File: src/design/sorted_list_insert_remove_core_macros.svh
// Assertion helpers shared by the sorted list design.
`ifndef SORTED_LIST_INSERT_REMOVE_CORE_MACROS_SVH
`define SORTED_LIST_INSERT_REMOVE_CORE_MACROS_SVH

// Same-cycle implication, checked outside reset.
`define SLR_ASSERT_NOW(label, clk, rst, ante, cons, msg) \
  label: assert property (@(posedge clk) disable iff (rst) (ante) |-> (cons)) \
    else $error(msg);

// Next-cycle implication, checked outside reset.
`define SLR_ASSERT_NEXT(label, clk, rst, ante, cons, msg) \
  label: assert property (@(posedge clk) disable iff (rst) (ante) |=> (cons)) \
    else $error(msg);

`endif

File: src/design/slr_pkg.sv
package slr_pkg;

  localparam int unsigned DEPTH_DEF = 16;
  localparam int unsigned DATA_W    = 32;
  localparam int unsigned POS_W     = 4;
  localparam int unsigned COUNT_W   = 5;

  // Request actions
  localparam logic [1:0] ACT_INSERT = 2'd0;
  localparam logic [1:0] ACT_REMOVE = 2'd1;
  localparam logic [1:0] ACT_CLEAR  = 2'd2;
  localparam logic [1:0] ACT_READ   = 2'd3;

  // Response status codes
  localparam logic [1:0] STAT_OK        = 2'd0;
  localparam logic [1:0] STAT_NOT_FOUND = 2'd1;
  localparam logic [1:0] STAT_FULL      = 2'd2;
  localparam logic [1:0] STAT_RANGE     = 2'd3;

  // Control broadcast to every cell of the chain
  typedef struct packed {
    logic              sample;  // latch compare flags against probe
    logic [DATA_W-1:0] probe;   // value compared by every cell
    logic              ins;     // open a slot and shift right
    logic              rem;     // close the slot and shift left
    logic [DATA_W-1:0] data;    // value written into the opened slot
  } cell_ctl_t;

endpackage

File: src/design/slr_req_if.sv
interface slr_req_if;
  logic                                valid;
  logic                                ready;
  logic [1:0]                          action;
  logic signed [slr_pkg::DATA_W-1:0]   value;
  logic [slr_pkg::POS_W-1:0]           position;

  modport source (output valid, action, value, position, input ready);
  modport sink (input valid, action, value, position, output ready);
endinterface

File: src/design/slr_rsp_if.sv
interface slr_rsp_if;
  logic                                valid;
  logic                                ready;
  logic [1:0]                          status;
  logic [slr_pkg::COUNT_W-1:0]         count;
  logic signed [slr_pkg::DATA_W-1:0]   read_value;

  modport source (output valid, status, count, read_value, input ready);
  modport sink (input valid, status, count, read_value, output ready);
endinterface

File: src/design/slr_cell.sv
// One slot of the ordered store. Compares its entry against the probe and
// trades entries with its neighbors when a slot opens or closes.
module slr_cell (
  input  logic                       clk,
  input  slr_pkg::cell_ctl_t         ctl,
  input  logic                       used,
  input  logic                       left_lt,
  input  logic [slr_pkg::DATA_W-1:0] left_entry,
  input  logic [slr_pkg::DATA_W-1:0] right_entry,
  output logic [slr_pkg::DATA_W-1:0] entry,
  output logic                       lt,
  output logic                       eq
);

  // Latch the ordering flags for the word just taken
  always_ff @(posedge clk) begin
    if (ctl.sample) begin
      lt <= used && ($signed(entry) < $signed(ctl.probe));
      eq <= used && (entry == ctl.probe);
    end
  end

  // Shift right behind the insert point, shift left behind the removed slot
  always_ff @(posedge clk) begin
    if (ctl.ins && !lt) begin
      entry <= left_lt ? ctl.data : left_entry;
    end else if (ctl.rem && !lt) begin
      entry <= right_entry;
    end
  end

endmodule

File: src/design/sorted_list_insert_remove_core.sv
// Channel  Dir  Payload                                 Handshake
// req      in   action[1:0] value[31:0] position[3:0]   valid/ready
// rsp      out  status[1:0] count[4:0] read_value[31:0] valid/ready
//
// Each request is handled in order: the accept edge latches per-cell compare
// flags, then the update edge shifts the cell chain and loads the response word.
// The update waits while a previous response word still sits unconsumed.
// A new request is taken while the response waits in its output register.
// Synchronous reset empties the list; entry storage itself is not cleared.
module sorted_list_insert_remove_core #(
  parameter int unsigned DEPTH = slr_pkg::DEPTH_DEF
) (
  input logic       clk,
  input logic       rst,
  slr_req_if.sink   req,
  slr_rsp_if.source rsp
);

  `include "sorted_list_insert_remove_core_macros.svh"

  localparam int unsigned CNT_W = $clog2(DEPTH + 1);
  localparam int unsigned IDX_W = $clog2(DEPTH);

  typedef enum logic [1:0] {
    S_IDLE = 2'b01,
    S_UPD  = 2'b10
  } state_t;

  state_t                        state;
  state_t                        state_next;
  logic [1:0]                    act;
  logic [slr_pkg::DATA_W-1:0]    val;
  logic [slr_pkg::POS_W-1:0]     pos;
  logic [CNT_W-1:0]              count;
  logic [CNT_W-1:0]              count_next;

  logic [slr_pkg::DATA_W-1:0]    entry [DEPTH];
  logic [DEPTH-1:0]              lt_v;
  logic [DEPTH-1:0]              eq_v;
  logic [DEPTH-1:0]              used_v;

  slr_pkg::cell_ctl_t            ctl;
  logic                          accept;
  logic                          upd_go;
  logic                          full;
  logic                          found;
  logic                          read_hit;
  logic [IDX_W-1:0]              ridx;
  logic [1:0]                    status_next;
  logic [slr_pkg::DATA_W-1:0]    rdata_next;

  assign req.ready = (state == S_IDLE);
  assign accept    = req.valid && req.ready;
  assign upd_go    = (state == S_UPD) && (!rsp.valid || rsp.ready);
  assign full      = (count == CNT_W'(DEPTH));
  assign found     = |eq_v;

  // Broadcast control to the chain
  always_comb begin
    ctl.sample = accept;
    ctl.probe  = req.value;
    ctl.ins    = upd_go && (act == slr_pkg::ACT_INSERT) && !full;
    ctl.rem    = upd_go && (act == slr_pkg::ACT_REMOVE) && found;
    ctl.data   = val;
  end

  // Build the chain of cells
  for (genvar i = 0; i < DEPTH; i++) begin : g_cell
    logic                       left_lt;
    logic [slr_pkg::DATA_W-1:0] left_entry;
    logic [slr_pkg::DATA_W-1:0] right_entry;

    assign used_v[i] = (32'(i) < 32'(count));

    if (i == 0) begin : g_head
      assign left_lt    = 1'b1;
      assign left_entry = entry[i];
    end else begin : g_body
      assign left_lt    = lt_v[i-1];
      assign left_entry = entry[i-1];
    end

    if (i == DEPTH - 1) begin : g_tail
      assign right_entry = entry[i];
    end else begin : g_inner
      assign right_entry = entry[i+1];
    end

    slr_cell u_cell (
      .clk         (clk),
      .ctl         (ctl),
      .used        (used_v[i]),
      .left_lt     (left_lt),
      .left_entry  (left_entry),
      .right_entry (right_entry),
      .entry       (entry[i]),
      .lt          (lt_v[i]),
      .eq          (eq_v[i])
    );
  end

  // Read port and response fields
  assign read_hit = (32'(pos) < 32'(count));
  assign ridx     = IDX_W'(pos);

  always_comb begin
    count_next  = count;
    status_next = slr_pkg::STAT_OK;
    rdata_next  = '0;
    case (act)
      slr_pkg::ACT_INSERT: begin
        if (full) begin
          status_next = slr_pkg::STAT_FULL;
        end else begin
          count_next = count + CNT_W'(1);
        end
      end
      slr_pkg::ACT_REMOVE: begin
        if (found) begin
          count_next = count - CNT_W'(1);
        end else begin
          status_next = slr_pkg::STAT_NOT_FOUND;
        end
      end
      slr_pkg::ACT_CLEAR: begin
        count_next = '0;
      end
      slr_pkg::ACT_READ: begin
        if (read_hit) begin
          rdata_next = entry[ridx];
        end else begin
          status_next = slr_pkg::STAT_RANGE;
        end
      end
      default: begin
        count_next = count;
      end
    endcase
  end

  // Sequence one request at a time
  always_comb begin
    state_next = state;
    case (state)
      S_IDLE:  if (accept) state_next = S_UPD;
      S_UPD:   if (upd_go) state_next = S_IDLE;
      default: state_next = S_IDLE;
    endcase
  end

  always_ff @(posedge clk) begin
    if (rst) begin
      state <= S_IDLE;
      count <= '0;
    end else begin
      state <= state_next;
      if (upd_go) begin
        count <= count_next;
      end
    end
  end

  // Hold the request fields
  always_ff @(posedge clk) begin
    if (accept) begin
      act <= req.action;
      val <= req.value;
      pos <= req.position;
    end
  end

  // Output register: load on update, drop once taken
  always_ff @(posedge clk) begin
    if (rst) begin
      rsp.valid <= 1'b0;
    end else if (upd_go) begin
      rsp.valid <= 1'b1;
    end else if (rsp.ready) begin
      rsp.valid <= 1'b0;
    end
  end

  always_ff @(posedge clk) begin
    if (upd_go) begin
      rsp.status     <= status_next;
      rsp.count      <= slr_pkg::COUNT_W'(count_next);
      rsp.read_value <= rdata_next;
    end
  end

  `SLR_ASSERT_NOW(a_count_bound, clk, rst, 1'b1, count <= CNT_W'(DEPTH), "count exceeds depth")
  `SLR_ASSERT_NEXT(a_accept_upd, clk, rst, accept, state == S_UPD, "accept did not start update")
  `SLR_ASSERT_NEXT(a_upd_rsp, clk, rst, upd_go, rsp.valid, "update produced no response")
  `SLR_ASSERT_NEXT(a_ins_count, clk, rst, ctl.ins, count == $past(count) + CNT_W'(1), "insert count")

endmodule
File: src/flat_wrapper.sv
// flat-port wrapper written by rule: the top's interface ports become plain ports
module sorted_list_insert_remove_core_flat 
#(
  parameter int unsigned DEPTH = slr_pkg::DEPTH_DEF
)
  (clk, rst, req_valid, req_action, req_value, req_position, req_ready, rsp_valid, rsp_status, rsp_count, rsp_read_value, rsp_ready);
  slr_req_if req_i ();
  slr_rsp_if rsp_i ();
  input logic clk;
  input logic rst;
  input wire logic [$bits(req_i.valid)-1:0] req_valid;
  input wire logic [$bits(req_i.action)-1:0] req_action;
  input wire logic [$bits(req_i.value)-1:0] req_value;
  input wire logic [$bits(req_i.position)-1:0] req_position;
  output wire logic [$bits(req_i.ready)-1:0] req_ready;
  output wire logic [$bits(rsp_i.valid)-1:0] rsp_valid;
  output wire logic [$bits(rsp_i.status)-1:0] rsp_status;
  output wire logic [$bits(rsp_i.count)-1:0] rsp_count;
  output wire logic [$bits(rsp_i.read_value)-1:0] rsp_read_value;
  input wire logic [$bits(rsp_i.ready)-1:0] rsp_ready;
  assign req_i.valid = req_valid;
  assign req_i.action = req_action;
  assign req_i.value = req_value;
  assign req_i.position = req_position;
  assign req_ready = req_i.ready;
  assign rsp_valid = rsp_i.valid;
  assign rsp_status = rsp_i.status;
  assign rsp_count = rsp_i.count;
  assign rsp_read_value = rsp_i.read_value;
  assign rsp_i.ready = rsp_ready;
  sorted_list_insert_remove_core #(.DEPTH(DEPTH)) u_core (.clk(clk), .rst(rst), .req(req_i), .rsp(rsp_i));
endmodule
File: config.mk
export PLATFORM = sky130hd
export DESIGN_NAME = sorted_list_insert_remove_core_flat
export DESIGN_NICKNAME = d
export VERILOG_FILES = /design/src/design/slr_pkg.sv /design/src/design/slr_req_if.sv /design/src/design/slr_rsp_if.sv /design/src/design/slr_cell.sv /design/src/design/sorted_list_insert_remove_core.sv /design/src/flat_wrapper.sv
export VERILOG_INCLUDE_DIRS = /design/src /design/src/design
export SDC_FILE = /design/constraint.sdc
export NUM_CORES = 2
export LEC_CHECK = 0
export ABC_CLOCK_PERIOD_IN_PS = 5410
export BUFFER_PORTS_ARGS = -buffer_cell sky130_fd_sc_hd__buf_2
export CORE_ASPECT_RATIO = 0.7
export CORE_UTILIZATION = 23
export CTS_CLUSTER_DIAMETER = 80
export CTS_CLUSTER_SIZE = 20
export DETAILED_ROUTE_END_ITERATION = 8
export PLACE_DENSITY = 0.34
export SLEW_MARGIN = 20
export SYNTH_ARGS = -nofsm -noshare
export SYNTH_HDL_FRONTEND = slang
export SYNTH_SLANG_ARGS = --single-unit
File: constraint.sdc
create_clock -name clk -period 5.41 [get_ports clk]
set_input_delay 1.3525 -clock clk [delete_from_list [all_inputs] [get_ports clk]]
set_output_delay 1.3525 -clock clk [all_outputs]
set_load 0.01 [all_outputs]
==> results.md <==
- Status: complete, but fails checks
- Violated checks: design-rule violations
- Yosys top cell by area: edfxtp_1
- CP max FO: 12
- FF+latch count, synth: 629
- Drc violations: 10
- P_leak: 19.3 nW
- Wirelength, routed: 234 mm
- Post_cts resized: 0
- CTS Buffer Depth: 3
- Share of layout cells above drive strength 1: 0.142
- Rows: 135
- Port bufs: 82
- Vias in the first global route: 32900
- Post-Syn Nets: 4542
- First-pass DRT Iterations: 7
- CTS tree: yes
- Post-synth EDFFs: 621
- Fmax: 0.223 GHz
- Tmin final: 4.47 ns
- FILL cells: 20200
- Most common flop cell mapped by yosys: edfxtp_1
- Initial Util: 0.233
- Total design power: 0.0118 W
- Synth Warn #: 0
- Hold path endpoint: u_core.rsp.valid$_SDFFE_PP0P_
- Total GRT Usage: 0.229
- Routed length per instance: 34.9 um
- Ordered list of cells on the worst path: buf_2 -> inv_1 -> ha_1 -> nand4_1 -> nor4_1 -> a21boi_0 -> o31a_1 -> o21a_1 -> nor3_1
- Hold WC Path Type: reg2reg
- RR Startpoint: u_core.count[0]$_SDFFE_PP0P_
- Layout area overhead: 13.3%
- Synth area leaders: edfxtp_1 (41%), ha_1 (14%), mux2i_1 (9.9%)
- Setup ws final: 0.936 ns
- Hold_sp: u_core.state[1]$_SDFFE_PP0P_
- Final Util: 0.264
- Post-CTS Repair Setup Buffers: 0
- Post-route setup TNS: 0 ns
- H-tree Lvls: 2
- Num CTS Buffers: 52
- Total number of vias: 35800
- Initial antenna violation count: 25
- Total gr overflow: 0
- Num Clock Sinks: 629
- Die width: 532 um
- Slew Viols, Final: 0
- RSZ-0062 raised after global routing: no
- Number of top-level pins: 83
- WP data required: 5.87 ns
- Asr flop ratio synth: 0
- Worst path max stage delay: 1.13 ns
- Syn Std Cell Area: 0.0453 sq mm
- Reg2reg setup slack: 1.46 ns
- Post-route ant nets: 0
- Hold-fix buffers at CTS: 0
- Fin nets: 4611
- Dpl hpwl: 173 mm
- Post-Syn Area per Cell: 11.4 sq um
- Hold depth: 2
- GPL Wtd Cong: 0.960
- Core Region: 0.194 sq mm
- Place WS: 0.366 ns
- Post-synth top area share: 0.412
- Final Hold Violating Endpoints: 0
- Post-synthesis sequential area ratio: 0.415
- Clock transition at path regs: 0.09 ns
- Clock root buffer: clkbuf_16
- Slew @ Worst Pin: 1.19 ns
- Synth Instances: 3982
- Slowest-stage cell, CP: nor4_1
- DIE AREA: 0.199 sq mm
- First-pass GRT wire length: 311 mm
- Critical Path AT: 4.93 ns
- Final setup fails: 0
- Worst skew pair latency: 0.71 ns
- Crit Path Class: in2reg
- Reg2reg end: u_core.g_cell[2].u_cell.entry[13]$_DFFE_PP_
- Final Cycle Share: 0.827
- P per Cell Area: 230 mW/mm^2
- Maximum vdd drop: 237 uV
- Max-cap violations: 0
- Worst Setup Start Kind: input port
- Worst Reg-to-Reg Cells: 9
- Endpoint class of the critical path: flop
- Largest net degree at the start of global routing: 65
- Worst Skew: 0.0433 ns
- Slew margin rel.: 0.208
- Die height: 373 um
- Via/cell ratio: 5.34
- Post-synthesis cell type count: 71
- Initial drt markers: 4244
[layout make-up]
type / instances / area [sq um] / share of cell area
multi-input cells: 3055 / 25200 / 0.491
flip-flops and latches: 629 / 18800 / 0.367
well taps: 2603 / 3260 / 0.0635
repair buffers: 243 / 1860 / 0.0363
clock buffers: 55 / 1330 / 0.0260
clock inverters: 41 / 574 / 0.0112
inverters: 70 / 263 / 0.00512
diodes: 5 / 12.5 / 0.000244
[per-layer routing]
layer,vias up,track usage,share of wire
met5,-,0,0.00023
met3,189,0.0533,0.087
met2,1590,0.300,0.38
li1,15600,-,-
met1,18400,0.367,0.51
met4,8,0.0483,0.022
[cells in the mapped netlist, drive strengths merged, types with 22 or more instances]
cell type    n
a221oi      26
and4        41
nand4       68
inv         68
o21ai       63
mux4       160
nand2      133
mux2        67
clkbuf     127
nor2       527
a21oi      651
buf        101
nor2b       48
nand3       53
edfxtp     621
ha         518
mux2i      450
nor3        22
a21o        55
o211ai      22
[registers in the layout, indices dropped and copies added, names as in the netlist]
| signal | flops |
|---|---|
| u_core.g_cell.u_cell.entry | 512 |
| u_core.rsp.status | 2 |
| u_core.g_cell.u_cell.lt | 16 |
| u_core.rsp.count | 5 |
| u_core.pos | 4 |
| u_core.g_cell.u_cell.eq | 16 |
| u_core.state | 2 |
| u_core.count | 5 |
| u_core.rsp.read_value | 32 |
| u_core.val | 32 |
| u_core.rsp.valid | 1 |
| u_core.act | 2 |
[kinds of logic after synthesis]
family,count (synthesis),synth area share
flip-flops,629,0.415
AO/OA/AOI/OAI,900,0.112
adder cells (fa/ha/maj),518,0.143
XOR/XNOR,1,0.000193
buffers and inverters,298,0.0324
AND/OR/NAND/NOR,959,0.0991
multiplexers,677,0.198
[worst max path at each step]
stage,endpoint,from
final,u_core.g_cell[6].u_cell.lt$_DFFE_PP_,req_value[15]
after CTS,u_core.g_cell[6].u_cell.lt$_DFFE_PP_,req_value[15]
after floorplan,u_core.g_cell[10].u_cell.entry[0]$_DFFE_PP_,rsp_ready
after global placement,u_core.g_cell[6].u_cell.lt$_DFFE_PP_,req_value[15]
after detailed placement,u_core.g_cell[6].u_cell.lt$_DFFE_PP_,req_value[15]
after global routing,u_core.g_cell[6].u_cell.lt$_DFFE_PP_,req_value[15]
[power breakdown]
| part | total (W) | internal, W | switching (W) |
|---|---|---|---|
| Clock | 0.00467 | 0.00227 | 0.00239 |
| Combinational | 0.00160 | 0.000610 | 0.000989 |
| Sequential | 0.00554 | 0.00536 | 0.000179 |
| Total | 0.0118 | 0.00825 | 0.00356 |
[placed cells by master, fill, tap and decap left out, drive strengths merged, types with 10 or more instances in the layout]
master	count
mux2i	450
clkinv	16
nor4	21
nand4	68
nor2b	48
mux4	160
nand2	133
clkbuf	55
mux2	67
and4	41
a21oi	651
nand3	53
nor2	527
o211ai	22
edfxtp	621
a221o	12
buf	243
nor3	22
inv	86
and2	10
ha	518
a21o	55
a221oi	26
o21ai	63
o21a	14
[metrics by stage]
stage	std cells	instance area, sq um	hold WS, ns
after global placement	6598	49300	0.515
after CTS	6696	51300	0.540
after detailed placement	6600	49400	0.509
after global routing	6697	51300	0.613
final	6701	51300	0.541
after floorplan	3982	45300	0.476
[worst max-delay path: cells and delay by family]
kind            cells  cell delay, ns
buf+inv             2            0.62
fa+ha+maj           1            0.32
simple gates        3            1.73
compound gates      3            0.88
No activity file was read; power rests on OpenSTA's default activity.
